==> src/hw/rtl/sph_pkg.sv <==
`default_nettype none

package sph_pkg;

  localparam int unsigned LastStage = 9;

  typedef logic [LastStage:1] stage_en_t;
  typedef logic signed [27:0] cross_t;

  localparam logic [2:0] SectorMax = 3'd5;

  // strip pitch in Q16 cm per eighth of a strip
  localparam logic [16:0] KU = 17'd95459;
  localparam logic [16:0] KV = 17'd87300;
  localparam logic [16:0] KW = 17'd95559;

  localparam logic [21:0] DalU  = 22'd3730576;
  localparam logic [21:0] DalVw = 22'd3734471;
  localparam logic [12:0] DalBase = 13'd2048;

  localparam logic signed [31:0] SideU     = 32'sd27475302;
  localparam logic signed [31:0] SideV     = 32'sd25100700;
  localparam logic signed [31:0] ApexX     = 32'sd12550350;
  localparam logic signed [31:0] ApexSideV = ApexX - SideV;
  localparam logic signed [31:0] TwoSideU  = 2 * SideU;
  localparam logic signed [31:0] OffY      = 32'sd3326620;
  localparam logic signed [31:0] OffZ      = 32'sd51537695;

  localparam logic signed [16:0] CosBase = 17'sd29936;
  localparam logic signed [16:0] SinBase = 17'sd58299;
  localparam logic signed [16:0] RatioVw = 17'sd59872;
  localparam logic signed [17:0] RatioUv = 18'sd71736;
  localparam logic signed [16:0] CosTilt = 17'sd59396;
  localparam logic signed [16:0] SinTilt = 17'sd27696;

  // floor division by 3 through a biased reciprocal product
  localparam logic [18:0] MeanBias   = 19'd393216;
  localparam logic [18:0] MeanRecip  = 19'd349526;
  localparam logic [18:0] MeanOffset = 19'd131072;

  function automatic logic signed [17:0] rot_cos(input logic [2:0] sec);
    logic signed [17:0] r;
    case (sec)
      3'd1: r = 18'sd56756;
      3'd2: r = 18'sd56756;
      3'd3: r = 18'sd2;
      3'd4: r = -18'sd56754;
      3'd5: r = -18'sd56758;
      default: r = 18'sd2;
    endcase
    return r;
  endfunction

  function automatic logic signed [17:0] rot_sin(input logic [2:0] sec);
    logic signed [17:0] r;
    case (sec)
      3'd1: r = -18'sd32768;
      3'd2: r = 18'sd32768;
      3'd3: r = 18'sd65536;
      3'd4: r = 18'sd32770;
      3'd5: r = -18'sd32765;
      default: r = -18'sd65536;
    endcase
    return r;
  endfunction

  function automatic logic signed [14:0] sat15(input logic signed [19:0] v);
    logic signed [14:0] r;
    if (v > 20'sd16383) begin
      r = 15'sd16383;
    end else if (v < -20'sd16384) begin
      r = -15'sd16384;
    end else begin
      r = v[14:0];
    end
    return r;
  endfunction

  function automatic logic signed [13:0] sat14(input logic signed [19:0] v);
    logic signed [13:0] r;
    if (v > 20'sd8191) begin
      r = 14'sd8191;
    end else if (v < -20'sd8192) begin
      r = -14'sd8192;
    end else begin
      r = v[13:0];
    end
    return r;
  endfunction

endpackage

`default_nettype wire

==> src/hw/rtl/sph_hall.sv <==
`default_nettype none

module sph_hall (
  input  logic                clk_i,
  input  sph_pkg::stage_en_t  en_i,
  input  logic [2:0]          sector_i,
  input  sph_pkg::cross_t     x_i,
  input  sph_pkg::cross_t     y_i,
  output logic signed [14:0]  hall_x_o,
  output logic signed [14:0]  hall_y_o,
  output logic signed [14:0]  hall_z_o
);

  // stage 6: offset along the tilted face
  sph_pkg::cross_t    x6_q;
  logic signed [28:0] t6_q;

  always_ff @(posedge clk_i) begin
    if (en_i[6]) begin
      x6_q <= x_i;
      t6_q <= 29'(y_i) + 29'(sph_pkg::OffY);
    end
  end

  // stage 7: tilt
  logic signed [45:0] p_c7, p_s7, r_c7, r_s7;

  always_comb begin
    p_c7 = 46'(t6_q) * 46'(sph_pkg::CosTilt);
    p_s7 = 46'(t6_q) * 46'(sph_pkg::SinTilt);
    r_c7 = p_c7 + 46'sd32768;
    r_s7 = p_s7 + 46'sd32768;
  end

  sph_pkg::cross_t    x7_q;
  logic signed [28:0] yl7_q, zm7_q;

  always_ff @(posedge clk_i) begin
    if (en_i[7]) begin
      x7_q  <= x6_q;
      yl7_q <= r_c7[44:16];
      zm7_q <= r_s7[44:16];
    end
  end

  // stage 8: sector rotation products, z rounding
  logic signed [17:0] rc8, rs8;
  logic signed [29:0] zl8, zr8;

  always_comb begin
    rc8 = sph_pkg::rot_cos(sector_i);
    rs8 = sph_pkg::rot_sin(sector_i);
    zl8 = 30'(sph_pkg::OffZ) - 30'(zm7_q);
    zr8 = zl8 + 30'sd2048;
  end

  logic signed [47:0] pxc8_q, pxs8_q, pyc8_q, pys8_q;
  logic signed [17:0] hz8_q;

  always_ff @(posedge clk_i) begin
    if (en_i[8]) begin
      pxc8_q <= 48'(x7_q) * 48'(rc8);
      pxs8_q <= 48'(x7_q) * 48'(rs8);
      pyc8_q <= 48'(yl7_q) * 48'(rc8);
      pys8_q <= 48'(yl7_q) * 48'(rs8);
      hz8_q  <= zr8[29:12];
    end
  end

  // stage 9: combine, round to sixteenths, clamp
  logic signed [47:0] hx9, hy9;

  always_comb begin
    hx9 = pxc8_q - pys8_q + 48'sd134217728;
    hy9 = pxs8_q + pyc8_q + 48'sd134217728;
  end

  always_ff @(posedge clk_i) begin
    if (en_i[9]) begin
      hall_x_o <= sph_pkg::sat15(hx9[47:28]);
      hall_y_o <= sph_pkg::sat15(hy9[47:28]);
      hall_z_o <= sph_pkg::sat15(20'(hz8_q));
    end
  end

endmodule

`default_nettype wire

==> config.mk <==
export PLATFORM = sky130hd
export DESIGN_NAME = sph_hall
export DESIGN_NICKNAME = d
export VERILOG_FILES = /design/src/hw/rtl/sph_pkg.sv /design/src/hw/rtl/sph_hall.sv
export SDC_FILE = /design/constraint.sdc
export NUM_CORES = 2
export LEC_CHECK = 0
export BUFFER_PORTS_ARGS = -buffer_cell sky130_fd_sc_hd__buf_2
export CORE_MARGIN = 3
export CORE_UTILIZATION = 25
export DETAILED_ROUTE_END_ITERATION = 12
export PLACE_DENSITY = 0.51
export SYNTH_ARGS = -nofsm -noshare
export SYNTH_HDL_FRONTEND = slang
export SYNTH_SLANG_ARGS = --single-unit
==> constraint.sdc <==
create_clock -name clk_i -period 11.25 [get_ports clk_i]
set_input_delay 2.25 -clock clk_i [delete_from_list [all_inputs] [get_ports clk_i]]
set_output_delay 2.25 -clock clk_i [all_outputs]
set_load 0.03 [all_outputs]
## Word-level counts from Yosys, hierarchy flattened

Cells that the tools add are included.

- Register bits: 398
- Input bits: 69
- Output and inout bits: 45
- Logic and storage cells: 45

- $add $sub $neg: 9
- Multipliers: 6
- Magnitude comparators: 6
- Equality and inequality tests: 5
- Multiplexer cells: 5
- Reduce and logical (&&, ||, !) cells: 1

Operator list:

| operator | number |
|---|---|
| 48-bit by 29-bit adder with 48-bit output, second input constant | 2 |
| 29-bit by 18-bit multiplier with 47-bit output | 2 |
| 28-bit by 18-bit multiplier with 46-bit output | 2 |
| 45-bit by 17-bit adder with 45-bit output, second input constant | 2 |
| 18-bit case mux with 5 select lines | 1 |
| 18-bit case mux with 3 select lines | 1 |
| 48-bit adder | 1 |
| 48-bit subtractor | 1 |
| 15-bit two-way mux | 3 |
| 29-bit by 15-bit multiplier with 43-bit output, second input constant | 1 |
| 29-bit by 12-bit multiplier with 41-bit output, second input constant | 1 |
| 20-bit by 15-bit > comparator with 1-bit output, second input constant | 2 |
| 20-bit by 15-bit < comparator with 1-bit output, second input constant | 2 |
| 30-bit by 13-bit adder with 30-bit output, second input constant | 1 |
| 27-bit by 29-bit subtractor with 30-bit output, first input constant | 1 |
| 28-bit by 23-bit adder with 29-bit output, second input constant | 1 |
| 18-bit by 15-bit > comparator with 1-bit output, second input constant | 1 |
| 18-bit by 15-bit < comparator with 1-bit output, second input constant | 1 |
| 3-bit by 2-bit == test with 1-bit output, second input constant | 2 |
| 3-bit == test, second input constant | 2 |
| 3-bit by 1-bit == test with 1-bit output, second input constant | 1 |
| 2-bit OR reduction | 1 |

## Depth between registers and ports, before layout

- Depth in word-level cells: 4
- Mapped depth: 35
- Gate-level depth less buffers: 32

## Least setup slack after synthesis

OpenSTA, ideal clock, no wires.

- Kind: in2reg
- Start point: in sector_i[1]
- End point: reg pxc8_q[46], data pin
- Setup time: 0.260 ns
- Arrival time: 9.847 ns
- Required time: 10.990 ns
- Slack: 1.143 ns
- Stages: 33
- Path buffers: 3
- Path through: inv_1 > nand2_1 > a21oi_1 > clkbuf_1 > clkbuf_1 > buf_1 > nand2_1 > inv_1 > fa_1 > inv_1 > fa_1 > fa_1 > inv_1 > fa_1 > fa_1 > inv_1 > fa_1 > inv_1 > ha_1 > a21o_1 > a211oi_1 > nand2_1 > o2111ai_1 > a31oi_1 > a211o_1 > o311ai_0 > o211ai_1 > a41oi_1 > nor2_1 > o41ai_1 > o21bai_1 > a21oi_1 > xnor2_1

- Longest elaborated chain between the ends: 4
- Elaborated cells between the ends (all ways): 7
- Those cells by class: mul (1); eq/ne (4); mux (1); reduce/logical (1)

RTL lines:

| what | RTL line | RTL |
|---|---|---|
| start, declared | sph_hall.sv:6 | `input logic [2:0] sector_i,` |
| 3-bit by 2-bit == test with 1-bit output or 3-bit by 1-bit == test with 1-bit output (tied branches) | sph_pkg.sv:43 | `case (sec)` |
| 2-bit OR reduction (no source line) | - |  |
| 18-bit case mux with 3 select lines * | sph_pkg.sv:43 |  |
| 28-bit by 18-bit multiplier with 46-bit output * | sph_hall.sv:62 | `pxc8_q <= 48'(x7_q) * 48'(rc8);` |
| end signal, assigned | sph_hall.sv:62 |  |
| end, declared | sph_hall.sv:57 | `logic signed [47:0] pxc8_q, pxs8_q, pyc8_q, pys8_q;` |

Every way passes the cells marked *; elsewhere a longest branch is shown, timed or not.
A chain may end at the register's enable or synchronous reset.

## Worst setup path in the final report

Same ends and word-level chain as after synthesis.

==> insert_results.sql <==
INSERT INTO impl_metrics (metric_group, metric, value, unit) VALUES
('run_status', 'result_of_the_run', 'complete, no violations', ''),
('clock_network', 'tritoncts.num_buffers', '50', ''),
('routing', 'vias_per_cell', '4.34', ''),
('grt', 'met1_track_demand_over_resource', '0.172', ''),
('logic_synthesis', 'top_area_cells_in_the_synthesized_netlist', 'fa_1 (31%), ha_1 (22%), edfxtp_1 (16%)', ''),
('timing', 'finalCritPeriodShare', '0.904', ''),
('grt', 'groute.layer.met3.usage', '0.0152', ''),
('setup_path', 'critical-path-slowest-cell', 'ha_2', ''),
('floorplan', 'placementRows', '194', ''),
('clock_network', 'post_cts_resized', '0', ''),
('setup_path', 'crit_path_class', 'in -> reg', ''),
('grt', 'grt.total_usage', '0.128', ''),
('logic_synthesis', 'ys_async_sr_fraction', '0', ''),
('timing', 'final-hold-violation-count', '0', ''),
('logic_synthesis', 'seq_area_frac_synth', '0.163', ''),
('layout', 'n_fill_cell', '29700', ''),
('setup_path', 'timing.critical_path.buf_inv', '10', ''),
('clock_network', 'clock_path_buffers', '3', ''),
('floorplan', 'die_h', '538', 'um'),
('routing', 'drtIter0Drc', '2341', ''),
('layout', 'area.growth.synth_to_final', '10.3', '%'),
('clock_network', 'clkSinkCount', '384', ''),
('clock_network', 'cts.hold.buffers_added', '0', ''),
('job', 'max_capacitance_violation_total', '0', ''),
('logic_synthesis', 'synth.net_count', '9288', ''),
('grt', 'first_global_vias', '51100', ''),
('layout', 'share_of_final_layout_standard_cells_stronger_than_drive_strength_1', '0.0609', ''),
('timing', 'timing.final.crit_period', '10170', 'ps'),
('min_path', 'worstHoldPathType', 'reg -> reg', ''),
('timing', 'max_slew.worst_pin.slew', '1050', 'ps'),
('routing', 'drt_wl_total', '181000', 'um'),
('logic_synthesis', 'synth.ff_latch_count', '384', ''),
('routing', 'detail_route.wl_per_cell', '16.8', 'um'),
('setup_path', 'path_delay_family', 'adder cells', ''),
('setup_path', 'critical_path_required', '11650', 'ps'),
('routing', 'first_pass_iters', '5', ''),
('timing', 'maxSlewViolCount', '0', ''),
('setup_path', 'endpoint_kind', 'register', ''),
('setup_path', 'worstSetupStartpointType', 'input port', ''),
('logic_synthesis', 'yosys.area.top_type_share', '0.312', ''),
('logic_synthesis', 'syn_inst', '6879', ''),
('floorplan', 'core_region_area', '0.281', 'mm2'),
('timing', 'fmaxAchievable', '98.3', 'MHz'),
('logic_synthesis', 'synth_largest_area_cell', 'fa_1', ''),
('placement', 'gp_routability_congestion', '0.866', ''),
('routing', 'detail-route-antenna-nets', '0', ''),
('setup_path', 'worst-path-max-fanout', '19', ''),
('timing', 'timing.final.setup_violations', '0', ''),
('routing', 'route.vias.total', '46700', ''),
('clock_network', 'clock_latency', '680', 'ps'),
('logic_synthesis', 'syn_area', '0.0708', 'mm2'),
('floorplan', 'initial_utilization', '0.252', ''),
('clock_network', 'cts_htree_levels', '2', ''),
('layout', 'layout.nets', '9414', ''),
('timing', 'clock_skew', '28.7', 'ps'),
('grt', 'globalRoute.totalOverflow', '0', ''),
('timing', 'grt_setup_unrepaired', 'false', ''),
('clock_network', 'cts_post_setup_buffers_inserted', '0', ''),
('grt', 'groute.layer.met2.usage', '0.218', ''),
('logic_synthesis', 'synth-edff-count', '384', ''),
('clock_network', 'clk_pin_slew_worst_paths', '70', 'ps'),
('floorplan', 'floorplan.die_area', '0.290', 'mm2'),
('grt', 'grt_start_max_net_pins', '84', ''),
('logic_synthesis', 'syn_avg_cell_area', '10.3', 'um2'),
('grt', 'antenna_violations_before_repair', '16', ''),
('placement', 'port_buffers', '108', ''),
('routing', 'drcViolationCount', '0', ''),
('timing', 'setup_total_negative_slack', '0', 'ps'),
('timing', 'timing.max_slew.rel_slack', '0.300', ''),
('logic_synthesis', 'synth-main-ff-cell', 'edfxtp_1', ''),
('clock_network', 'clock_tree_from_tritoncts', 'yes', ''),
('placement', 'dp_hpwl', '153000', 'um'),
('grt', 'grt.busiest_layer', 'met2', ''),
('setup_path', 'worst_path_arrival_time', '10570', 'ps'),
('clock_network', 'clock-root-buffer', 'clkbuf_16', ''),
('logic_synthesis', 'synth-warning-count', '0', ''),
('floorplan', 'ioPinCount', '114', ''),
('setup_path', 'critical_path_max_stage_delay', '610', 'ps'),
('logic_synthesis', 'ys_types', '92', ''),
('grt', 'grt_first_pass_wirelength', '292000', 'um'),
('floorplan', 'die_x', '538', 'um');
## placed cells by master (no fill, tap or decap), types with 140 or more instances in the layout
cell type | Yosys | final
o21ai_0 | 144 | 143
nand2_1 | 341 | 341
a21o_1 | 140 | 140
fa_1 | 1105 | 1105
edfxtp_1 | 384 | 384
and2_1 | 166 | 166
ha_1 | 1235 | 1234
xnor2_1 | 309 | 309
inv_1 | 1553 | 1553
a21oi_1 | 233 | 231
nor2_1 | 244 | 243
## metrics by stage
step | std cells | util | area, um2 | setup WS (ps) | hold slack, ps
after floorplan | 6879 | - | 70800 | 1140 | 400
after global placement | 10700 | 0.272 | 76400 | 503 | 406
after CTS | 10800 | 0.278 | 78100 | 1160 | 414
after global routing | 10800 | 0.278 | 78100 | 711 | 422
final | 10800 | 0.278 | 78100 | 1080 | 411
after detailed placement | 10700 | 0.272 | 76400 | 479 | 406
## path summary, 6_finish.rpt
path              slack [ps]          startpoint  cells past startpoint                    to
hold / removal           410  x6_q[10]$_DFFE_PP_                      0    x7_q[10]$_DFFE_PP_
setup reg to reg        2710  x7_q[13]$_DFFE_PP_                     29  pxc8_q[46]$_DFFE_PP_
setup / recovery        1080         sector_i[1]                     33  pxc8_q[46]$_DFFE_PP_
hold reg to reg          410  x6_q[10]$_DFFE_PP_                      0    x7_q[10]$_DFFE_PP_
## worst register-to-register path: cells and delay by family (launching register included)
family | cells | cell delay, ps
adder cells (fa/ha/maj) | 7 | 3280
buffers and inverters | 7 | 940
AND/OR/NAND/NOR | 3 | 500
XOR/XNOR | 1 | 80
AO/OA/AOI/OAI | 11 | 2540
flip-flops | 1 | 910
## registers in the layout, indices dropped and copies added (netlist names)
signal	cells
hall_x_o	15
hall_y_o	15
hall_z_o	15
hz8_q	18
pxc8_q	45
pxs8_q	45
pyc8_q	46
pys8_q	47
t6_q	29
x6_q	28
x7_q	28
yl7_q	29
zm7_q	24
## area by class of cell
| class | count | area [um2] | share of cell area |
|---|---|---|---|
| Multi-Input combinational cell | 4795 | 52900 | 0.678 |
| Clock buffer | 56 | 1290 | 0.0166 |
| Tap cell | 3724 | 4660 | 0.0597 |
| Inverter | 1554 | 5830 | 0.0747 |
| Sequential cell | 384 | 11500 | 0.148 |
| Timing Repair Buffer | 220 | 1460 | 0.0187 |
| Antenna cell | 6 | 15.0 | 0.000192 |
| Clock inverter | 35 | 348 | 0.00445 |
## cells in the mapped netlist, drive strengths merged, types with 60 or more instances
cell type,number
a21o,142
edfxtp,384
clkbuf,134
xor2,121
ha,1235
nor2b,104
o21ai,146
nand2,341
a21oi,234
and2,175
inv,1554
xnor2,309
fa,1105
or2,60
nor2,244
## logic make-up (layout without fill, tap and decap cells)
group | after synthesis | count (layout) | share of synthesized area
fa+ha+maj | 2340 | 2340 | 0.531
buf+inv | 1700 | 1865 | 0.0904
simple gates | 1203 | 1203 | 0.0858
compound gates | 814 | 814 | 0.0755
xor+xnor | 432 | 432 | 0.0539
flops | 384 | 384 | 0.163
mux | 6 | 6 | 0.000866
other cells | 0 | 6 | 0
## routing by layer
| metal | up-vias | routed length [um] |
|---|---|---|
| met5 | - | 0 |
| met4 | 0 | 4780 |
| met3 | 181 | 6190 |
| met2 | 692 | 86600 |
| met1 | 23500 | 83100 |
| li1 | 22400 | - |
Power is not shown: default switching activity piles up to over one toggle a cycle in this logic, so the estimate is an artifact.
