### src/hw/rtl/sph_pkg.sv
`default_nettype none

package sph_pkg;

  localparam int unsigned LastStage = 9;

  typedef logic [LastStage:1] stage_en_t;
  typedef logic signed [27:0] cross_t;

  localparam logic [2:0] SectorMax = 3'd5;

  // strip pitch in Q16 cm per eighth of a strip
  localparam logic [16:0] KU = 17'd95459;
  localparam logic [16:0] KV = 17'd87300;
  localparam logic [16:0] KW = 17'd95559;

  localparam logic [21:0] DalU  = 22'd3730576;
  localparam logic [21:0] DalVw = 22'd3734471;
  localparam logic [12:0] DalBase = 13'd2048;

  localparam logic signed [31:0] SideU     = 32'sd27475302;
  localparam logic signed [31:0] SideV     = 32'sd25100700;
  localparam logic signed [31:0] ApexX     = 32'sd12550350;
  localparam logic signed [31:0] ApexSideV = ApexX - SideV;
  localparam logic signed [31:0] TwoSideU  = 2 * SideU;
  localparam logic signed [31:0] OffY      = 32'sd3326620;
  localparam logic signed [31:0] OffZ      = 32'sd51537695;

  localparam logic signed [16:0] CosBase = 17'sd29936;
  localparam logic signed [16:0] SinBase = 17'sd58299;
  localparam logic signed [16:0] RatioVw = 17'sd59872;
  localparam logic signed [17:0] RatioUv = 18'sd71736;
  localparam logic signed [16:0] CosTilt = 17'sd59396;
  localparam logic signed [16:0] SinTilt = 17'sd27696;

  // floor division by 3 through a biased reciprocal product
  localparam logic [18:0] MeanBias   = 19'd393216;
  localparam logic [18:0] MeanRecip  = 19'd349526;
  localparam logic [18:0] MeanOffset = 19'd131072;

  function automatic logic signed [17:0] rot_cos(input logic [2:0] sec);
    logic signed [17:0] r;
    case (sec)
      3'd1: r = 18'sd56756;
      3'd2: r = 18'sd56756;
      3'd3: r = 18'sd2;
      3'd4: r = -18'sd56754;
      3'd5: r = -18'sd56758;
      default: r = 18'sd2;
    endcase
    return r;
  endfunction

  function automatic logic signed [17:0] rot_sin(input logic [2:0] sec);
    logic signed [17:0] r;
    case (sec)
      3'd1: r = -18'sd32768;
      3'd2: r = 18'sd32768;
      3'd3: r = 18'sd65536;
      3'd4: r = 18'sd32770;
      3'd5: r = -18'sd32765;
      default: r = -18'sd65536;
    endcase
    return r;
  endfunction

  function automatic logic signed [14:0] sat15(input logic signed [19:0] v);
    logic signed [14:0] r;
    if (v > 20'sd16383) begin
      r = 15'sd16383;
    end else if (v < -20'sd16384) begin
      r = -15'sd16384;
    end else begin
      r = v[14:0];
    end
    return r;
  endfunction

  function automatic logic signed [13:0] sat14(input logic signed [19:0] v);
    logic signed [13:0] r;
    if (v > 20'sd8191) begin
      r = 14'sd8191;
    end else if (v < -20'sd8192) begin
      r = -14'sd8192;
    end else begin
      r = v[13:0];
    end
    return r;
  endfunction

endpackage

`default_nettype wire

### src/hw/rtl/sph_geom.sv
`default_nettype none

module sph_geom (
  input  logic                clk_i,
  input  sph_pkg::stage_en_t  en_i,
  input  logic [8:0]          u_pos_i,
  input  logic [8:0]          v_pos_i,
  input  logic [8:0]          w_pos_i,
  output sph_pkg::cross_t     x_uv_o,
  output sph_pkg::cross_t     x_uw_o,
  output sph_pkg::cross_t     x_vw_o,
  output sph_pkg::cross_t     y_uv_o,
  output sph_pkg::cross_t     y_vw_o,
  output logic signed [12:0]  dal_o
);

  // stage 1: side distances and dalitz partial products
  logic [25:0] du1_q, dv1_q, dw1_q;
  logic [30:0] pu1_q;
  logic [31:0] pvw1_q;

  always_ff @(posedge clk_i) begin
    if (en_i[1]) begin
      du1_q  <= {17'd0, u_pos_i} * 26'(sph_pkg::KU);
      dv1_q  <= {17'd0, v_pos_i} * 26'(sph_pkg::KV);
      dw1_q  <= {17'd0, w_pos_i} * 26'(sph_pkg::KW);
      pu1_q  <= {22'd0, u_pos_i} * 31'(sph_pkg::DalU);
      pvw1_q <= ({23'd0, v_pos_i} + {23'd0, w_pos_i}) * 32'(sph_pkg::DalVw);
    end
  end

  // stage 2: first constant products, rounded back to q16
  logic signed [26:0] a2;
  logic signed [43:0] p_a2, p_y2, p_wl2;
  logic signed [44:0] p_uc2;
  logic signed [43:0] r_a2, r_y2, r_wl2;
  logic signed [44:0] r_uc2;
  logic [32:0]        dsum2;
  logic [12:0]        dal2;

  always_comb begin
    a2    = 27'(sph_pkg::SideU) - $signed({1'b0, du1_q});
    p_a2  = 44'(a2) * 44'(sph_pkg::CosBase);
    p_y2  = 44'($signed({1'b0, du1_q})) * 44'(sph_pkg::SinBase);
    p_wl2 = 44'($signed({1'b0, dw1_q})) * 44'(sph_pkg::RatioVw);
    p_uc2 = 45'($signed({1'b0, dv1_q})) * 45'(sph_pkg::RatioUv);
    r_a2  = p_a2 + 44'sd32768;
    r_y2  = p_y2 + 44'sd32768;
    r_wl2 = p_wl2 + 44'sd32768;
    r_uc2 = p_uc2 + 45'sd32768;
    dsum2 = {2'd0, pu1_q} + {1'b0, pvw1_q} + 33'd524288;
    dal2  = dsum2[32:20] - sph_pkg::DalBase;
  end

  logic signed [27:0] m_cos_a2_q, y_uv2_q, m_wl2_q;
  logic signed [28:0] m_uc2_q;
  logic [25:0]        dv2_q, dw2_q;
  logic signed [12:0] dal2_q;

  always_ff @(posedge clk_i) begin
    if (en_i[2]) begin
      m_cos_a2_q <= r_a2[43:16];
      y_uv2_q    <= r_y2[43:16];
      m_wl2_q    <= r_wl2[43:16];
      m_uc2_q    <= r_uc2[44:16];
      dv2_q      <= dv1_q;
      dw2_q      <= dw1_q;
      dal2_q     <= dal2;
    end
  end

  // stage 3: uv and uw crossings, corrected u side for the vw crossing
  logic signed [28:0] dv3, dw3;
  logic signed [28:0] x_uv3, x_uw3, uc3, b3;

  always_comb begin
    dv3   = $signed({3'd0, dv2_q});
    dw3   = $signed({3'd0, dw2_q});
    x_uv3 = 29'(sph_pkg::ApexX) - dv3 + 29'(m_cos_a2_q);
    x_uw3 = 29'(sph_pkg::ApexSideV) + 29'(m_wl2_q) - 29'(m_cos_a2_q);
    uc3   = 29'(sph_pkg::TwoSideU) - m_uc2_q - dw3;
    b3    = m_uc2_q + dw3 - 29'(sph_pkg::SideU);
  end

  logic signed [28:0] x_uv3_q, x_uw3_q, uc3_q, b3_q;
  logic signed [27:0] y_uv3_q, m_wl3_q;
  logic signed [12:0] dal3_q;

  always_ff @(posedge clk_i) begin
    if (en_i[3]) begin
      x_uv3_q <= x_uv3;
      x_uw3_q <= x_uw3;
      uc3_q   <= uc3;
      b3_q    <= b3;
      y_uv3_q <= y_uv2_q;
      m_wl3_q <= m_wl2_q;
      dal3_q  <= dal2_q;
    end
  end

  // stage 4: vw crossing products
  logic signed [45:0] p_b4, p_y4, r_b4, r_y4;

  always_comb begin
    p_b4 = 46'(b3_q) * 46'(sph_pkg::CosBase);
    p_y4 = 46'(uc3_q) * 46'(sph_pkg::SinBase);
    r_b4 = p_b4 + 46'sd32768;
    r_y4 = p_y4 + 46'sd32768;
  end

  logic signed [29:0] m_cos_b4_q, y_vw4_q;
  logic signed [28:0] x_uv4_q, x_uw4_q;
  logic signed [27:0] y_uv4_q, m_wl4_q;
  logic signed [12:0] dal4_q;

  always_ff @(posedge clk_i) begin
    if (en_i[4]) begin
      m_cos_b4_q <= r_b4[45:16];
      y_vw4_q    <= r_y4[45:16];
      x_uv4_q    <= x_uv3_q;
      x_uw4_q    <= x_uw3_q;
      y_uv4_q    <= y_uv3_q;
      m_wl4_q    <= m_wl3_q;
      dal4_q     <= dal3_q;
    end
  end

  // stage 5: vw crossing x
  logic signed [29:0] x_vw5;

  always_comb begin
    x_vw5 = 30'(sph_pkg::ApexSideV) - m_cos_b4_q + 30'(m_wl4_q);
  end

  always_ff @(posedge clk_i) begin
    if (en_i[5]) begin
      x_uv_o <= x_uv4_q[27:0];
      x_uw_o <= x_uw4_q[27:0];
      x_vw_o <= x_vw5[27:0];
      y_uv_o <= y_uv4_q;
      y_vw_o <= y_vw4_q[27:0];
      dal_o  <= dal4_q;
    end
  end

endmodule

`default_nettype wire

### config.mk
export PLATFORM = sky130hd
export DESIGN_NAME = sph_geom
export DESIGN_NICKNAME = d
export VERILOG_FILES = /design/src/hw/rtl/sph_pkg.sv /design/src/hw/rtl/sph_geom.sv
export SDC_FILE = /design/constraint.sdc
export NUM_CORES = 2
export LEC_CHECK = 0
export BUFFER_PORTS_ARGS = -buffer_cell sky130_fd_sc_hd__buf_2
export CAP_MARGIN = 20
export CORE_UTILIZATION = 65
export DETAILED_ROUTE_END_ITERATION = 16
export PLACE_DENSITY = 0.84
export RECOVER_POWER = 25
export SYNTH_ARGS = -nofsm -noshare
export SYNTH_HDL_FRONTEND = slang
export SYNTH_SLANG_ARGS = --single-unit
### constraint.sdc
create_clock -name clk_i -period 27 [get_ports clk_i]
set_input_delay 0 -clock clk_i [delete_from_list [all_inputs] [get_ports clk_i]]
set_output_delay 0 -clock clk_i [all_outputs]
set_load 0.05 [all_outputs]
* Yosys cells after proc, flatten, opt, wreduce, memory -nomap -nowiden
Cells that the tools add are included.
Storage, ports and cells: register bits after elaboration 825, latch bits 0, RAM bits 0, memory bits (read-only) 0, input bits 37, output and inout bits 153, memories kept 0
Cells by class: add/sub/neg operators 21, multiply operators 11, divide/modulo/power cells 0, order comparisons 0, equal/unequal tests 0, shift operators 0, muxes and demuxes 0, bitwise logic cells 0, reductions and logical operators 0
Operators with widths (count):
- 44-bit by 17-bit adder with 44-bit output, second input constant | 2
- 42-bit by 16-bit adder with 43-bit output, second input constant | 2
- 9-bit by 17-bit multiplier with 26-bit output, second input constant | 2
- 43-bit by 16-bit adder with 44-bit output, second input constant | 1
- 43-bit by 17-bit adder with 44-bit output, second input constant | 1
- 29-bit by 17-bit multiplier with 44-bit output, second input constant | 1
- 26-bit by 16-bit multiplier with 42-bit output, second input constant | 1
- 29-bit by 12-bit multiplier with 40-bit output, second input constant | 1
- 27-bit by 12-bit multiplier with 39-bit output, second input constant | 1
- 24-bit by 14-bit multiplier with 38-bit output, second input constant | 1
- 26-bit by 11-bit multiplier with 37-bit output, second input constant | 1
- 31-bit by 32-bit adder with 33-bit output | 1
- 33-bit by 20-bit adder with 33-bit output, second input constant | 1
- 10-bit by 22-bit multiplier with 32-bit output, second input constant | 1
- 29-bit by 27-bit adder with 29-bit output | 1
- 27-bit by 29-bit subtractor with 29-bit output, first input constant | 1
- 29-bit by 26-bit subtractor with 29-bit output, second input constant | 1
- 29-bit by 27-bit subtractor with 29-bit output | 1
- 25-bit by 28-bit adder with 28-bit output, first input constant | 1
- 27-bit by 28-bit adder with 28-bit output | 1
- 28-bit adder | 1
- 25-bit by 28-bit subtractor with 28-bit output, first input constant | 1
- 28-bit subtractor | 1
- 9-bit by 18-bit multiplier with 27-bit output, second input constant | 1
- 5 further kinds | 5

* Logic depth before layout (Yosys ltp)
depth after elaboration 3, depth in mapped cells 35, depth with buffers taken out 34

* Least setup slack after synthesis
OpenSTA, ideal clock, no wires.
path type register to register, start point register du1_q[2], end point register m_cos_a2_q[23] (data pin), setup time 0.260 ns, data arrival time 8.223 ns, required time 26.740 ns, setup slack 18.517 ns, cell stages (with the launch flop) 35, buffers on the path 2, clock period less this slack 8.483 ns, path through edfxtp_1 > ha_1 > inv_1 > o21ai_0 > a31o_2 > a21oi_1 > o21a_1 > o21ai_0 > a21oi_1 > xnor2_1 > inv_1 > ha_1 > inv_1 > fa_1 > inv_1 > fa_1 > fa_1 > inv_1 > fa_1 > inv_1 > ha_1 > clkbuf_1 > a21oi_1 > o21ai_0 > a221o_1 > a221oi_1 > nand2_1 > xor2_1 > inv_1 > nor4_1 > and4_1 > clkbuf_1 > a31oi_1 > nor3b_1 > xnor2_1
Between the ends: cells in the longest elaborated chain, start to end 3
RTL lines:
- from (decl) | RTL line sph_geom.sv:18 | logic [25:0] du1_q, dv1_q, dw1_q;
- from (signal assigned) | RTL line sph_geom.sv:24 | du1_q <= {17'd0, u_pos_i} * 26'(sph_pkg::KU);
- 25-bit by 26-bit subtractor with 27-bit output | RTL line sph_geom.sv:42 | a2 = 27'(sph_pkg::SideU) - $signed({1'b0, du1_q});
- 27-bit by 12-bit multiplier with 39-bit output | RTL line sph_geom.sv:43 | p_a2 = 44'(a2) * 44'(sph_pkg::CosBase);
- 43-bit by 17-bit adder with 44-bit output | RTL line sph_geom.sv:47 | r_a2 = p_a2 + 44'sd32768;
- named net r_a2[39] | RTL line sph_geom.sv:36 | logic signed [43:0] r_a2, r_y2, r_wl2;
- to (signal assigned) | RTL line sph_geom.sv:62 | m_cos_a2_q <= r_a2[43:16];
- to (decl) | RTL line sph_geom.sv:55 | logic signed [27:0] m_cos_a2_q, y_uv2_q, m_wl2_q;
The timed path passes the listed nets, and every way through them passes these cells. A chain may end at the register's enable or synchronous reset.

* Worst setup path after layout
Ends and elaborated chain as after synthesis.

==> metrics.txt <==
worst rel slew slack -193%; total gr overflow 0; Die Ht 377 um; cts bufs inserted 90; Worst EP arrival approximately 11,000 ps; ys flop type edfxtp_1; violations in the final reports max-capacitance violations, max-slew violations; post-synthesis average cell area around 11 um^2; warnings from Yosys 0; max-cap violation count 4; unrepaired setup endpoints after global routing no; Post-synth EDFFs 814; final worst clock skew between 90 and 100 ps; gr usage total 28.9%; cts repair resizes 0; Final Setup Violations 0; I/O pin count 190; Routability Congestion ~0.93; placed instance area roughly 0.095 mm^2; Reg2Reg Depth 31; fin nets around 11,000; CP max FO 14; H-tree depth 3; max FFs per register 29; Setup WS pre-CTS about 17,000 ps; Post-Synthesis Cell Area 0.0913 mm^2; Slew @ Worst Pin about 4400 ps; FFs w/ async S/R, synth 0%; # port buffers around 180; Slowest cell on crit path edfxtp_1; WL/cell between 15 and 20 um; CP Capture Type register; drt drc 0; DR vias 58,554; WS Path Type reg -> reg; Clock Sinks 814; die width approximately 380 um; Reg with most FFs uc3_q; global-route wire length before repair around 320,000 um; Most common cell on crit path inv_1; # hold bufs at CTS 24; 1st-iter DRT viols about 3,300; slowest stage delay, CP ~780 ps; Synth Net Count about 11,000; Yosys reg bits 814; Worst Hold Depth 3; CTS tree built; Root Buffer clkbuf_16; largest net degree at the start of global routing approximately 80; outcome finished with violations; CP Launch Type register; antenna viol nets, final 0; postcts setup bufs 0; Post-Syn Instances 8,208; layout cells sized above 1 between 4 and 5%; worst-skew pair later-pin latency between 700 and 800 ps; Initial Utilization between 60 and 70%; Slew Viols, Final 229; distinct cell type count after synthesis 95; maximum root-to-sink buffer count 3; final worst setup slack between 15,000 and 20,000 ps; Core Area ~0.14 mm^2; CTS clk-pin slew, worst paths around 60 ps; Total Routed Length ~200,000 um; Max Clock Freq a little under 0.1 GHz; Die ar. 0.142 mm^2; sequential fraction of the synthesis area 26.8%; Final period util a little under two fifths; DRT Pass-1 Iters 9; design area slightly below 0.1 mm^2; vias in the first global route ~63,000; final hold vios 0; Hold Path Class in -> reg; CP required between 20,000 and 30,000 ps; Setup TNS Final 0 ps; via-per-instance ratio about 5.6; area grow syn2layout 7.24%; min Tclk post-route about 10,000 ps; DP Wirelength ~170,000 um; initial antenna violation count 9; # rows between 100 and 150
[placed cells by master (no fill, tap or decap), types with 24 or more instances in the layout]
master and count:
inv_1 2015, ha_1 1523, fa_1 1151, edfxtp_1 814, xnor2_1 385, a21oi_1 302, nor2_1 276, nand2_1 237
xor2_1 176, buf_2 169, o21ai_0 164, a21o_1 122, nand3_1 105, nor3_1 96, clkbuf_16 91, nor2b_1 57
o21a_1 50, and3_1 49, o21bai_1 47, and2_1 46, nand2b_1 40, a31oi_1 36, nand4_1 34, or2_2 33
a211oi_1 31, or3_1 28, a211o_1 26, clkbuf_1 26, dlygate4sd3_1 24
[metrics by stage]
| step | hold WS, ps | cells | utilization [%] |
|---|---|---|---|
| finish | 66.2 | 10433 | 70.3 |
| detailed placement | 277 | 10237 | 67.8 |
| CTS | 20.0 | 10429 | 70.3 |
| floorplan | 98.9 | 8208 | - |
| global placement | 272 | 10237 | 67.8 |
| global route | 75.6 | 10433 | 70.3 |
[worst paths after layout]
| kind | slack (ps) | startpoint | to |
|---|---|---|---|
| hold reg to reg | 400 | y_vw4_q[24] | y_vw_o[24] |
| setup reg to reg | 16800 | du1_q[2] | m_cos_a2_q[23] |
| setup / recovery | 16800 | du1_q[2] | m_cos_a2_q[23] |
| hold / removal | 70 | u_pos_i[8] | du1_q[25] |
[synth_stat cells (31+ instances only)]
master / count / area (um^2)
inv_1: 2015 / 7560
ha_1: 1523 / 19100
fa_1: 1151 / 23000
edfxtp_1: 814 / 24400
xnor2_1: 385 / 3370
a21oi_1: 302 / 1510
nor2_1: 276 / 1040
nand2_1: 237 / 890
xor2_1: 176 / 1540
o21ai_0: 164 / 821
a21o_1: 122 / 916
nand3_1: 105 / 526
nor3_1: 96 / 480
nor2b_1: 57 / 357
o21a_1: 50 / 375
and3_1: 49 / 307
o21bai_1: 48 / 360
and2_1: 46 / 288
clkbuf_1: 44 / 165
nand2b_1: 40 / 250
a31oi_1: 36 / 225
nand4_1: 34 / 213
or2_2: 33 / 206
a211oi_1: 31 / 233
[per-layer routing]
| metal | vias up | GRT usage, % | wire length, um |
|---|---|---|---|
| li1 | 27458 | - | - |
| met1 | 29280 | 37.6 | 82700 |
| met2 | 1439 | 50.3 | 99600 |
| met3 | 367 | 3.36 | 10100 |
| met4 | 10 | 9.85 | 6620 |
| met5 | - | 0 | 66 |
[kinds of logic after synthesis]
group / share of synthesized area (%)
fa+ha+maj: 46.1
buf+inv: 8.52
simple gates: 6.07
compound gates: 6.96
flops: 26.8
xor+xnor: 5.42
mux: 0.144
other cells: 0.00411
[critical path: cells and delay by family, from the launching register on]
kind | cells | cell delay, ps
xor gates and xnor gates | 3 | 1000
AOI/OAI and AO/OA | 13 | 3160
and+or+nand+nor | 4 | 1680
buffers and inverters | 5 | 590
DFF | 1 | 780
adders and majority gates | 6 | 2730
[area by class of cell]
| cell class | instances | area, um^2 |
|---|---|---|
| Clock buffer | 103 | 2320 |
| Tap cell | 1876 | 2350 |
| Inverter | 2018 | 7570 |
| Sequential cell | 814 | 24400 |
| Multi-Input combinational cell | 5326 | 59100 |
| Fill cell | 9768 | 41400 |
| Antenna cell | 3 | 7.51 |
| Clock inverter | 65 | 837 |
| Timing Repair Buffer | 228 | 1300 |
Power is left out: the tool's default activity adds up to more than one toggle a clock period on the data nets, which glitch-free logic cannot reach.
