[src/hw/rtl/sph_pkg.sv]
`default_nettype none

package sph_pkg;

  localparam int unsigned LastStage = 9;

  typedef logic [LastStage:1] stage_en_t;
  typedef logic signed [27:0] cross_t;

  localparam logic [2:0] SectorMax = 3'd5;

  // strip pitch in Q16 cm per eighth of a strip
  localparam logic [16:0] KU = 17'd95459;
  localparam logic [16:0] KV = 17'd87300;
  localparam logic [16:0] KW = 17'd95559;

  localparam logic [21:0] DalU  = 22'd3730576;
  localparam logic [21:0] DalVw = 22'd3734471;
  localparam logic [12:0] DalBase = 13'd2048;

  localparam logic signed [31:0] SideU     = 32'sd27475302;
  localparam logic signed [31:0] SideV     = 32'sd25100700;
  localparam logic signed [31:0] ApexX     = 32'sd12550350;
  localparam logic signed [31:0] ApexSideV = ApexX - SideV;
  localparam logic signed [31:0] TwoSideU  = 2 * SideU;
  localparam logic signed [31:0] OffY      = 32'sd3326620;
  localparam logic signed [31:0] OffZ      = 32'sd51537695;

  localparam logic signed [16:0] CosBase = 17'sd29936;
  localparam logic signed [16:0] SinBase = 17'sd58299;
  localparam logic signed [16:0] RatioVw = 17'sd59872;
  localparam logic signed [17:0] RatioUv = 18'sd71736;
  localparam logic signed [16:0] CosTilt = 17'sd59396;
  localparam logic signed [16:0] SinTilt = 17'sd27696;

  // floor division by 3 through a biased reciprocal product
  localparam logic [18:0] MeanBias   = 19'd393216;
  localparam logic [18:0] MeanRecip  = 19'd349526;
  localparam logic [18:0] MeanOffset = 19'd131072;

  function automatic logic signed [17:0] rot_cos(input logic [2:0] sec);
    logic signed [17:0] r;
    case (sec)
      3'd1: r = 18'sd56756;
      3'd2: r = 18'sd56756;
      3'd3: r = 18'sd2;
      3'd4: r = -18'sd56754;
      3'd5: r = -18'sd56758;
      default: r = 18'sd2;
    endcase
    return r;
  endfunction

  function automatic logic signed [17:0] rot_sin(input logic [2:0] sec);
    logic signed [17:0] r;
    case (sec)
      3'd1: r = -18'sd32768;
      3'd2: r = 18'sd32768;
      3'd3: r = 18'sd65536;
      3'd4: r = 18'sd32770;
      3'd5: r = -18'sd32765;
      default: r = -18'sd65536;
    endcase
    return r;
  endfunction

  function automatic logic signed [14:0] sat15(input logic signed [19:0] v);
    logic signed [14:0] r;
    if (v > 20'sd16383) begin
      r = 15'sd16383;
    end else if (v < -20'sd16384) begin
      r = -15'sd16384;
    end else begin
      r = v[14:0];
    end
    return r;
  endfunction

  function automatic logic signed [13:0] sat14(input logic signed [19:0] v);
    logic signed [13:0] r;
    if (v > 20'sd8191) begin
      r = 14'sd8191;
    end else if (v < -20'sd8192) begin
      r = -14'sd8192;
    end else begin
      r = v[13:0];
    end
    return r;
  endfunction

endpackage

`default_nettype wire

[src/hw/rtl/sph_mean.sv]
`default_nettype none

module sph_mean (
  input  logic                clk_i,
  input  sph_pkg::stage_en_t  en_i,
  input  sph_pkg::cross_t     a_i,
  input  sph_pkg::cross_t     b_i,
  input  sph_pkg::cross_t     c_i,
  output logic signed [13:0]  mean_o
);

  // stage 6: sum and divide by 4096
  logic signed [29:0] sum6;
  logic signed [17:0] q6_q;

  always_comb begin
    sum6 = 30'(a_i) + 30'(b_i) + 30'(c_i) + 30'sd6144;
  end

  always_ff @(posedge clk_i) begin
    if (en_i[6]) begin
      q6_q <= sum6[29:12];
    end
  end

  // stage 7: biased reciprocal product for the divide by 3
  logic [18:0] n7;
  logic [37:0] prod7_q;

  always_comb begin
    n7 = {q6_q[17], q6_q} + sph_pkg::MeanBias;
  end

  always_ff @(posedge clk_i) begin
    if (en_i[7]) begin
      prod7_q <= 38'(n7) * 38'(sph_pkg::MeanRecip);
    end
  end

  // stage 8: remove bias
  logic signed [18:0] r8_q;

  always_ff @(posedge clk_i) begin
    if (en_i[8]) begin
      r8_q <= {1'b0, prod7_q[37:20]} - sph_pkg::MeanOffset;
    end
  end

  // stage 9: clamp to field range
  always_ff @(posedge clk_i) begin
    if (en_i[9]) begin
      mean_o <= sph_pkg::sat14(20'(r8_q));
    end
  end

endmodule

`default_nettype wire

[config.mk]
export PLATFORM = sky130hd
export DESIGN_NAME = sph_mean
export DESIGN_NICKNAME = d
export VERILOG_FILES = /design/src/hw/rtl/sph_pkg.sv /design/src/hw/rtl/sph_mean.sv
export SDC_FILE = /design/constraint.sdc
export NUM_CORES = 1
export LEC_CHECK = 0
export ABC_CLOCK_PERIOD_IN_PS = 12720
export BUFFER_PORTS_ARGS = -buffer_cell sky130_fd_sc_hd__buf_2
export CORE_MARGIN = 5
export CORE_UTILIZATION = 50
export CTS_CLUSTER_DIAMETER = 100
export DETAILED_ROUTE_END_ITERATION = 8
export GPL_ROUTABILITY_DRIVEN = 0
export HOLD_SLACK_MARGIN = 0.05
export PLACE_DENSITY_LB_ADDON = 0.08
export SLEW_MARGIN = 20
export SYNTH_ARGS = -nofsm -noshare
export SYNTH_HDL_FRONTEND = slang
export SYNTH_SLANG_ARGS = --single-unit
[constraint.sdc]
create_clock -name clk_i -period 12.72 [get_ports clk_i]
set_input_delay 1.272 -clock clk_i [delete_from_list [all_inputs] [get_ports clk_i]]
set_output_delay 1.272 -clock clk_i [all_outputs]
set_load 0.05 [all_outputs]
Yosys cells after proc, flatten, opt, wreduce, memory -nomap -nowiden:

Index checks and enable logic that the tools add are counted.

* bits in registers: 88
* latch bits: 0
* RAM bits: 0
* bits in read-only memories: 0
* output and inout bits: 14
* logic and storage cells: 13
* memories: 0

* add/subtract/negate cells: 5
* $mul: 1
* div/mod/pow operators: 0
* magnitude comparators: 2
* equal/unequal tests: 0
* shift operators: 0
* mux-type cells: 1
* bitwise logic cells: 0
* reduce and logical (&&, ||, !) cells: 0

Operators by type and width (number)
* $mul A19 B18 Y37 const B: 1
* $add A29 B28 Y30: 1
* $add A30 B14 Y30 const B: 1
* $add A28 B28 Y29: 1
* $add A18 B18 Y19 const B: 1
* $gt A19 B14 Y1 const B: 1
* $lt A19 B14 Y1 const B: 1
* $sub A18 B18 Y19 const B: 1
* $mux W14: 1

Logic depth before layout (Yosys ltp):

Gate-level depths: netlist of run 1.

* depth in word-level cells: 3
* depth in mapped cells: 22
* mapped depth without buffers: 22

Worst setup path before layout of run 1:

Ideal clock, no wire load.

* path type: reg2reg
* from: register q6_q[8]
* to: register prod7_q[37] (data pin)
* data arrival time: 5796 ps
* setup slack: 6660 ps
* stages on the path, launching flop included: 21
* path buffers: 1
* clock period less this slack: 6060 ps
* cell sequence: edfxtp_1 -> ha_1 -> fa_1 -> inv_1 -> fa_1 -> fa_1 -> inv_1 -> fa_1 -> inv_1 -> fa_1 -> inv_1 -> ha_1 -> clkbuf_1 -> and4_1 -> a221oi_2 -> o21ai_2 -> o311a_4 -> a41o_4 -> o311ai_4 -> o311ai_1 -> xnor2_1

* cells in the longest elaborated chain, start to end: 2

RTL lines
* start: declaration: line sph_mean.sv:14 `logic signed [17:0] q6_q;`
* start signal: assignment: line sph_mean.sv:22 `q6_q <= sum6[29:12];`
* $add A18 B18 Y19: line sph_mean.sv:31 `n7 = {q6_q[17], q6_q} + sph_pkg::MeanBias;`
* $mul A19 B18 Y37: line sph_mean.sv:36 `prod7_q <= 38'(n7) * 38'(sph_pkg::MeanRecip);`
* end signal: assignment: line sph_mean.sv:36
* end: declaration: line sph_mean.sv:28 `logic [37:0] prod7_q;`

Every way passes these cells.
A chain may end at the register's enable or synchronous reset.

Final worst setup path of run 1:

* from: register q6_q[6]
* to: register prod7_q[37] (data pin)

Same word-level chain as after synthesis.

==> results of run 1 <==
placed cells by master (no fill, tap or decap), types with 3 or more instances in the layout:
cell                        synthesis  final
sky130_fd_sc_hd__nand2b_1           3      3
sky130_fd_sc_hd__o31ai_1            4      4
sky130_fd_sc_hd__o21bai_1           4      4
sky130_fd_sc_hd__o21a_1            19     19
sky130_fd_sc_hd__o21ai_0           12     12
sky130_fd_sc_hd__xnor2_1           20     20
sky130_fd_sc_hd__edfxtp_1          68     68
sky130_fd_sc_hd__xor2_1            14     14
sky130_fd_sc_hd__nor3_1             8      8
sky130_fd_sc_hd__clkbuf_16          0      9
sky130_fd_sc_hd__buf_2              0    102
sky130_fd_sc_hd__fa_1             137    137
sky130_fd_sc_hd__nor2b_1            5      5
sky130_fd_sc_hd__nand2_1           16     16
sky130_fd_sc_hd__nor2_1            22     22
sky130_fd_sc_hd__nand3_1            8      8
sky130_fd_sc_hd__a21o_1            13     13
sky130_fd_sc_hd__and4_1             3      3
sky130_fd_sc_hd__a21oi_1           30     30
sky130_fd_sc_hd__nand4_1            6      6
sky130_fd_sc_hd__inv_1            244    244
sky130_fd_sc_hd__ha_1             218    218
flip-flops by register name, summed over array words and instances, names as in the netlist:
name     count
mean_o      14
prod7_q     18
q6_q        18
r8_q        18
worst max-delay path, delay by kind of cell (launching register included):
kind                     cells  cell delay [ns]
adder cells (fa/ha/maj)      7             3.42
AO/OA/AOI/OAI                6             1.63
flip-flops                   1             0.53
AND/OR/NAND/NOR              1             0.26
buffers and inverters        4             0.21
XOR/XNOR                     1             0.15
Yosys cell counts (4+ instances only):
| master | count | share of area |
|---|---|---|
| sky130_fd_sc_hd__o21bai_1 | 4 | 0.0030 |
| sky130_fd_sc_hd__a21oi_1 | 30 | 0.015 |
| sky130_fd_sc_hd__nand2_1 | 16 | 0.0061 |
| sky130_fd_sc_hd__xnor2_1 | 20 | 0.018 |
| sky130_fd_sc_hd__o21a_1 | 19 | 0.014 |
| sky130_fd_sc_hd__nor3_1 | 8 | 0.0040 |
| sky130_fd_sc_hd__nand4_1 | 6 | 0.0038 |
| sky130_fd_sc_hd__nor2b_1 | 5 | 0.0032 |
| sky130_fd_sc_hd__fa_1 | 137 | 0.28 |
| sky130_fd_sc_hd__nor2_1 | 22 | 0.0083 |
| sky130_fd_sc_hd__nand3_1 | 8 | 0.0040 |
| sky130_fd_sc_hd__o21ai_0 | 12 | 0.0061 |
| sky130_fd_sc_hd__a21o_1 | 13 | 0.0098 |
| sky130_fd_sc_hd__xor2_1 | 14 | 0.012 |
| sky130_fd_sc_hd__clkbuf_1 | 4 | 0.0015 |
| sky130_fd_sc_hd__edfxtp_1 | 68 | 0.21 |
| sky130_fd_sc_hd__o31ai_1 | 4 | 0.0030 |
| sky130_fd_sc_hd__ha_1 | 218 | 0.28 |
| sky130_fd_sc_hd__inv_1 | 244 | 0.092 |
metrics by stage:
| step | instances | hold WS, ns |
|---|---|---|
| global route | 1267 | 0.423 |
| CTS | 1267 | 0.419 |
| detailed placement | 1251 | 0.405 |
| finish | 1267 | 0.417 |
| floorplan | 888 | 0.400 |
| global placement | 1251 | 0.402 |
per-layer routing:
layer / track usage / share of wire / wire length (um) / up-vias
met5: 0 / 0 / 0 / -
met4: 0.0349 / 0.0096 / 172 / 0
met3: 0.0266 / 0.027 / 479 / 9
met2: 0.261 / 0.46 / 8140 / 70
met1: 0.256 / 0.51 / 9100 / 2966
li1: - / - / - / 3126
kinds of logic (layout without fill, tap and decap cells):
kind of cell,count (synthesis),in the layout,share of synthesized area
fa+ha+maj,355,355,0.552
flops,68,68,0.206
xor+xnor,34,34,0.0301
buf+inv,248,362,0.0940
mux,1,1,0.00101
simple gates,80,80,0.0400
compound gates,102,102,0.0768
worst min path at each step:
stage / startpoint / endpoint / slack [ns] / cells after the start
4_1_cts: prod7_q[34] / r8_q[14] / 0.42 / 0
2_1_floorplan: prod7_q[20] / r8_q[0] / 0.40 / 0
5_1_grt: prod7_q[27] / r8_q[7] / 0.42 / 0
6_report: prod7_q[34] / r8_q[14] / 0.42 / 0
3_3_place_gp: prod7_q[24] / r8_q[4] / 0.40 / 0
3_5_place_dp: prod7_q[34] / r8_q[14] / 0.40 / 0
cell type report:
| cell class | count | area (sq um) | share of cell area |
|---|---|---|---|
| Clock buffer | 10 | 229 | 0.0207 |
| Clock inverter | 6 | 72.6 | 0.00658 |
| Inverter | 244 | 916 | 0.0830 |
| Multi-Input combinational cell | 572 | 6940 | 0.628 |
| Sequential cell | 68 | 2040 | 0.185 |
| Tap cell | 265 | 332 | 0.0300 |
| Timing Repair Buffer | 102 | 510 | 0.0463 |
==> impl_metrics.csv, run 1 <==
group,metric,value,unit
sta,summed_negative_setup_slack_over_all_endpoints,0,ns
clocking,holdBufCountCts,0,
worst_setup_path,crit_arrival,6.54,ns
yosys,number_of_cells_produced_by_synthesis,888,
yosys,yosys_warnings,0,
floorplan,core.rowCount,51,
placement,place_worst_setup_slack,6.21,ns
sta,finalCriticalPeriod,6.46,ns
yosys,synth_nets,1337,
floorplan,core_region_area,19500,sq um
detailed_routing,drcViolationCount,0,
clocking,cts_setup_buffers,0,
sta,timing.slew.headroom,0.386,
sta,min_period_over_period,0.507,
global_routing,grt_pass1_wl,30400,um
placement,port_buffers,102,
global_routing,grt-ovfl-total,0,
detailed_routing,post_drt_wl_per_cell,14.1,um
global_routing,first_global_vias,6408,
worst_setup_path,capture_point_of_the_worst_reg_to_reg_path,"prod7_q[37]",
worst_setup_path,worstSetupPathType,"flip-flop to flip-flop",
clocking,path_clk_slew,0.06,ns
clocking,clock_network_latency_to_the_later_pin_of_the_worst_skew_pair,0.34,ns
clocking,clock_tree.root_cell,"sky130_fd_sc_hd__clkbuf_16",
yosys,ys_seq_elements,68,
worst_setup_path,worst-path-max-fanout,7,
yosys,synthDistinctLibCells,47,
yosys,netlist_area,9910,sq um
worst_setup_path,cpPeakStageDelay,0.56,ns
global_routing,grt.total_usage,0.170,
sta,timing_worst_slew_pin_value,0.917,ns
clocking,post_cts.resized_instances,0,
floorplan,start_util,0.509,
worst_setup_path,path_cells,"ha_1, fa_1, inv_1, fa_1, fa_1, inv_1, fa_1, inv_1, fa_1, inv_1, ha_1, and4_1, a221oi_2, o21ai_2, o311a_4, a41o_4, o311ai_4, o311ai_1, xnor2_1",
clocking,tritoncts,"built",
worst_setup_path,setup.worst_path.end,"prod7_q[37]",
floorplan,design.die.area,22700,sq um
sta,maxClockFrequency,0.155,GHz
sta,final-max-slew-violation-count,0,
clocking,cts_max_path_buffers,2,
floorplan,chip_width,151,um
detailed_routing,drt-initial-drc-count,161,
worst_setup_path,worst-endpoint-required,12.80,ns
placement,placedInstanceArea,10700,sq um
layout,finish.net_count,1446,
placement,dp_hpwl,16000,um
run_status,run_status,"finished, final reports clean",
yosys,post_synth.cell_area_avg,11.2,sq um
floorplan,num_io_pins,108,
sta,final.setup.worst_slack,6.26,ns
worst_setup_path,timing.reg2reg.worst_path_depth,19,
layout,antennaDiodeCount,0,
layout,fillCellCount,1745,
hold_path,worst_hold_path_type,"flip-flop to flip-flop",
layout,utilization,0.567,
yosys,synth_edf_count,68,
yosys,synth_async_sr_flop_share,0,
clocking,cts_sinks,68,
worst_setup_path,crit_start_category,"flip-flop",
clocking,cts.htree.levels,3,
detailed_routing,vias,6171,
worst_setup_path,r2r_slack,6.26,ns
worst_setup_path,timing.critical_path.from,"q6_q[6]",
detailed_routing,totalWireLength,17900,um
sta,hold_viol,0,
detailed_routing,drtPass1Iterations,4,
global_routing,grt_start_max_net_pins,19,
yosys,seq_area_frac_synth,0.206,
worst_setup_path,rr_startpoint,"q6_q[6]",
yosys,yosys_most_used_dff,"sky130_fd_sc_hd__edfxtp_1",
sta,fin_skew,0.00647,ns
floorplan,die_height,151,um
detailed_routing,postRouteAntennaNets,0,
sta,setup_repair_after_global_routing_missed_its_margin,"false",
layout,area.growth.synth_to_final,11.4,%
worst_setup_path,cp_max_stage_cell,"sky130_fd_sc_hd__fa_1",
clocking,cts_made_buffers,9,
global_routing,grt_antenna_before_repair,0,
layout,layout-drive-gt1-share,0.126,
sta,setup_viol,0,
worst_setup_path,critPathMostFrequentCell,"sky130_fd_sc_hd__fa_1",
detailed_routing,drt-vias-per-instance,4.87,
layout,final_area,11000,sq um
flow_run,drv_cap,0,
worst_setup_path,type_of_element_capturing_the_critical_path,"flip-flop",
Power of run 1 is not shown: default switching activity piles up to over one toggle a cycle in this logic, so the estimate is an artifact.
==> run 2: changes to the inputs <==
Settings changed: ABC_CLOCK_PERIOD_IN_PS 12720 to 5430.
Clock period 12.72 ns to 5.43 ns, I/O delays scaled along.
==> impl_metrics.csv, run 2 (synthesis results as in run 1) <==
group,metric,value,unit
detailed_routing,vias,6634,
floorplan,core.rowCount,51,
layout,layout_top_registers,"prod7_q: 18 flops, q6_q: 18 flops, r8_q: 18 flops",
floorplan,die_height,151,um
clocking,cts_sinks,68,
sta,finalCriticalPeriod,5.84,ns
sta,timing.slew.headroom,0.416,
worst_setup_path,path_cells,"buf_4, ha_4, xor2_2, ha_1, a21oi_1, fa_1, inv_1, fa_1, fa_1, fa_1, ha_4, a21oi_2, o21ai_2, a221oi_4, o21ai_4, o311a_4, a41o_4, buf_4, buf_6, o21a_1, nor2_2, xnor2_1",
hold_path,worst_hold_path_type,"flip-flop to flip-flop",
layout,layout-drive-gt1-share,0.268,
floorplan,design.die.area,22700,sq um
layout,finish.net_count,1552,
layout,layout.cells.non_filler,1373,
detailed_routing,postRouteAntennaNets,0,
layout,area.growth.synth_to_final,24.4,%
detailed_routing,drt-vias-per-instance,4.83,
sta,maxClockFrequency,0.171,GHz
clocking,cts.htree.levels,3,
layout,final_cell_mix,"sky130_fd_sc_hd__inv_1, sky130_fd_sc_hd__ha_1, sky130_fd_sc_hd__fa_1, sky130_fd_sc_hd__buf_2, sky130_fd_sc_hd__buf_4",
clocking,clock_tree.root_cell,"sky130_fd_sc_hd__clkbuf_16",
worst_setup_path,worstSetupPathType,"flip-flop to flip-flop",
sta,hold_viol,0,
layout,multi_input_area,7400,sq um
detailed_routing,drtPass1Iterations,4,
clocking,clock_network_latency_to_the_later_pin_of_the_worst_skew_pair,0.34,ns
worst_setup_path,critPathMostFrequentCell,"sky130_fd_sc_hd__fa_1",
worst_setup_path,cp_max_stage_cell,"sky130_fd_sc_hd__fa_1",
sta,fin_skew,0.00961,ns
clocking,cts_max_path_buffers,2,
global_routing,grt_antenna_before_repair,0,
clocking,cts_made_buffers,9,
worst_setup_path,crit_start_category,"flip-flop",
run_status,run_status,"complete, but fails checks",
global_routing,grt_pass1_wl,34400,um
sta,setup_viol,13,
floorplan,start_util,0.509,
worst_setup_path,crit_arrival,5.94,ns
floorplan,chip_width,151,um
detailed_routing,post_drt_wl_per_cell,14.7,um
layout,fillCellCount,1603,
clocking,path_clk_slew,0.06,ns
layout,antennaDiodeCount,0,
sta,final-max-slew-violation-count,0,
sta,timing_worst_slew_pin_value,0.873,ns
floorplan,core_region_area,19500,sq um
sta,min_period_over_period,1.08,
placement,dp_hpwl,18200,um
floorplan,num_io_pins,108,
sta,setup_repair_after_global_routing_missed_its_margin,"true",
placement,placed_cells_incl_taps,1338,
worst_setup_path,type_of_element_capturing_the_critical_path,"flip-flop",
layout,regArea,2040,sq um
detailed_routing,drcViolationCount,0,
placement,port_buffers,102,
run_status,failed_checks,"setup timing",
global_routing,grt.total_usage,0.193,
worst_setup_path,worst-path-max-fanout,4,
placement,place_worst_setup_slack,-0.536,ns
layout,mostFrequentLayoutCell,"sky130_fd_sc_hd__inv_1",
worst_setup_path,worst-endpoint-required,5.53,ns
global_routing,first_global_vias,7218,
clocking,tritoncts,"built",
sta,final.setup.worst_slack,-0.413,ns
detailed_routing,drt-initial-drc-count,162,
worst_setup_path,cpPeakStageDelay,0.59,ns
global_routing,grt_start_max_net_pins,19,
detailed_routing,totalWireLength,20200,um
flow_run,drv_cap,0,
global_routing,grt-ovfl-total,0,
run 2: cell types whose count changed in the layout (fill, tap and decap cells not counted), sizes merged:
cell	previous run	this run
buf	102	208
clkbuf	10	9
clkinvlp	1	2
run 2: worst max-delay path, delay by kind of cell (launching register included):
family / cells / cell delay [ns]
AO/OA/AOI/OAI: 8 / 1.50
AND/OR/NAND/NOR: 1 / 0.12
flip-flops: 1 / 0.46
buffers and inverters: 4 / 0.51
XOR/XNOR: 2 / 0.27
adder cells (fa/ha/maj): 7 / 2.75
run 2: path summary, 6_finish.rpt:
check / slack [ns] / from / depth (start not counted) / endpoint
max: -0.41 / q6_q[3] / 22 / prod7_q[32]
min: 0.41 / prod7_q[34] / 0 / r8_q[14]
max reg2reg: -0.41 / q6_q[3] / 22 / prod7_q[32]
min reg2reg: 0.41 / prod7_q[34] / 0 / r8_q[14]
run 2: layer usage:
layer,track usage,up-vias,part of all wire,routed length (um)
met2,0.317,103,0.48,9710
met5,0,-,0,0
met1,0.272,3185,0.48,9630
met3,0.0296,20,0.030,600
li1,-,3326,-,-
met4,0.0444,0,0.015,308
run 2: what timing repair did:
item / CTS / global route
hold buffers: 0 / 0
gates cloned: 0 / 0
setup endpoints to repair: 14 / 16
setup buffers: 12 / 8
pin swaps: 33 / 23
gates resized for setup: 31 / 43
run 2: layout make-up:
cell class	instances	share of cell area
clock buffer	9	0.0183
clock inverter	7	0.00609
inverter	244	0.0743
multi-input combinational	572	0.600
sequential	68	0.166
tap	265	0.0269
timing repair buffer	208	0.109
run 2: per-stage QoR:
step	util	hold WS, ns	area (sq um)	TNS, ns
floorplan	-	0.400	10000	-1.29
global placement	0.592	0.403	11500	-4.26
detailed placement	0.592	0.405	11500	-4.61
CTS	0.621	0.412	12100	-3.44
global route	0.634	0.415	12300	-5.96
finish	0.634	0.410	12300	-3.46
Power of run 2 is left out for the same reason.
==> run 3: changes to the inputs <==
Settings changed: ABC_CLOCK_PERIOD_IN_PS 5430 to 5100, CORE_MARGIN 5 to 2.
Clock period 5.43 ns to 5.1 ns, I/O delays scaled along.
==> impl_metrics.csv, run 3 (synthesis results as in run 1) <==
group,metric,value,unit
run_status,run_status,"complete, but fails checks",
run_status,failed_checks,"setup timing",
sta,finalCriticalPeriod,5.76,ns
global_routing,grt_start_max_net_pins,19,
clocking,path_clk_slew,0.06,ns
worst_setup_path,setup.worst_path.end,"prod7_q[32]",
worst_setup_path,capture_point_of_the_worst_reg_to_reg_path,"prod7_q[32]",
sta,timing.slew.headroom,0.432,
floorplan,design.die.area,21000,sq um
detailed_routing,drt-initial-drc-count,175,
global_routing,grt.total_usage,0.212,
worst_setup_path,rr_startpoint,"q6_q[4]",
layout,final_area,12200,sq um
clocking,cts_made_buffers,9,
detailed_routing,postRouteAntennaNets,0,
clocking,tritoncts,"built",
sta,final-max-slew-violation-count,0,
worst_setup_path,timing.critical_path.from,"q6_q[4]",
floorplan,die_height,145,um
global_routing,first_global_vias,7009,
sta,hold_viol,0,
layout,layout-drive-gt1-share,0.256,
clocking,cts_sinks,68,
layout,layout_top_registers,"prod7_q: 18 flops, q6_q: 18 flops, r8_q: 18 flops",
clocking,cts_max_path_buffers,2,
layout,antennaDiodeCount,0,
placement,placedInstanceArea,11600,sq um
sta,min_period_over_period,1.13,
hold_path,worst_hold_path_type,"flip-flop to flip-flop",
worst_setup_path,worstSetupPathType,"flip-flop to flip-flop",
worst_setup_path,crit_start_category,"flip-flop",
clocking,clock_network_latency_to_the_later_pin_of_the_worst_skew_pair,0.34,ns
detailed_routing,drcViolationCount,0,
worst_setup_path,worst-endpoint-required,5.19,ns
sta,final.setup.worst_slack,-0.660,ns
clocking,cts.htree.levels,3,
detailed_routing,drt-vias-per-instance,4.83,
detailed_routing,totalWireLength,21100,um
global_routing,grt-ovfl-total,0,
sta,timing_worst_slew_pin_value,0.848,ns
worst_setup_path,timing.reg2reg.worst_path_depth,21,
worst_setup_path,crit_arrival,5.85,ns
detailed_routing,vias,6605,
floorplan,core.rowCount,51,
floorplan,start_util,0.509,
placement,port_buffers,102,
placement,dp_hpwl,18700,um
layout,area.growth.synth_to_final,23.0,%
sta,fin_skew,0.0140,ns
layout,final_cell_mix,"sky130_fd_sc_hd__inv_1, sky130_fd_sc_hd__ha_1, sky130_fd_sc_hd__fa_1, sky130_fd_sc_hd__buf_2, sky130_fd_sc_hd__buf_4",
worst_setup_path,type_of_element_capturing_the_critical_path,"flip-flop",
global_routing,grt_pass1_wl,33900,um
detailed_routing,drtPass1Iterations,5,
flow_run,drv_cap,0,
sta,summed_negative_setup_slack_over_all_endpoints,-6.60,ns
clocking,clock_tree.root_cell,"sky130_fd_sc_hd__clkbuf_16",
layout,mostFrequentLayoutCell,"sky130_fd_sc_hd__inv_1",
worst_setup_path,r2r_slack,-0.66,ns
detailed_routing,post_drt_wl_per_cell,15.4,um
floorplan,chip_width,145,um
layout,finish.net_count,1547,
floorplan,core_region_area,19500,sq um
sta,maxClockFrequency,0.174,GHz
sta,setup_viol,17,
floorplan,num_io_pins,108,
global_routing,grt_antenna_before_repair,0,
sta,setup_repair_after_global_routing_missed_its_margin,"true",
worst_setup_path,worst-path-max-fanout,3,
run 3: metal layers:
layer	vias to the layer above	GRT usage	share of wire
li1	3320	-	-
met5	-	0	0
met2	111	0.378	0.51
met1	3158	0.281	0.46
met3	16	0.0267	0.029
met4	0	0.0409	0.0095
run 3: cell type report:
| cell class | count | area, sq um |
|---|---|---|
| tap | 265 | 332 |
| timing repair buffer | 203 | 1290 |
| clock inverter | 6 | 40.0 |
| fill | 1594 | 7270 |
| clock buffer | 10 | 229 |
| multi-input combinational | 572 | 7340 |
| inverter | 244 | 916 |
| sequential | 68 | 2040 |
run 3: critical path, cell delays in order, from the launching register on:
cell	delay [ns]
sky130_fd_sc_hd__edfxtp_1	0.49
sky130_fd_sc_hd__ha_4	0.30
sky130_fd_sc_hd__xor2_2	0.15
sky130_fd_sc_hd__ha_1	0.28
sky130_fd_sc_hd__inv_1	0.05
sky130_fd_sc_hd__fa_1	0.51
sky130_fd_sc_hd__inv_1	0.06
sky130_fd_sc_hd__fa_1	0.46
sky130_fd_sc_hd__fa_1	0.51
sky130_fd_sc_hd__fa_1	0.62
sky130_fd_sc_hd__ha_4	0.24
sky130_fd_sc_hd__a21oi_4	0.16
sky130_fd_sc_hd__o21ai_2	0.09
sky130_fd_sc_hd__a221oi_4	0.30
sky130_fd_sc_hd__o21ai_4	0.11
sky130_fd_sc_hd__o311a_4	0.33
sky130_fd_sc_hd__a41o_4	0.23
sky130_fd_sc_hd__buf_4	0.13
sky130_fd_sc_hd__buf_6	0.12
sky130_fd_sc_hd__o21a_1	0.18
sky130_fd_sc_hd__nor2_2	0.12
sky130_fd_sc_hd__xnor2_1	0.08
run 3: repair_timing:
action / 4_1_cts / 5_1_grt
hold buffers: 0 / 0
setup endpoints to repair: 17 / 18
pin swaps: 27 / 28
setup buffers: 5 / 5
resized for setup: 21 / 39
run 3: worst min-delay path by stage:
stage,start,endpoint,depth (start not counted)
CTS,prod7_q[29],r8_q[9],0
global route,prod7_q[26],r8_q[6],0
global placement,prod7_q[31],r8_q[11],0
floorplan,prod7_q[20],r8_q[0],0
finish,prod7_q[29],r8_q[9],0
detailed placement,prod7_q[29],r8_q[9],0
run 3: stage by stage:
stage | hold WS, ns | worst slack, ns | cells | util
detailed placement | 0.405 | -0.822 | 1343 | 0.594
CTS | 0.414 | -0.675 | 1364 | 0.615
finish | 0.409 | -0.660 | 1368 | 0.626
global placement | 0.401 | -0.700 | 1343 | 0.594
floorplan | 0.400 | -0.622 | 888 | -
global route | 0.427 | -0.859 | 1368 | 0.626
Power of run 3 is left out for the same reason.
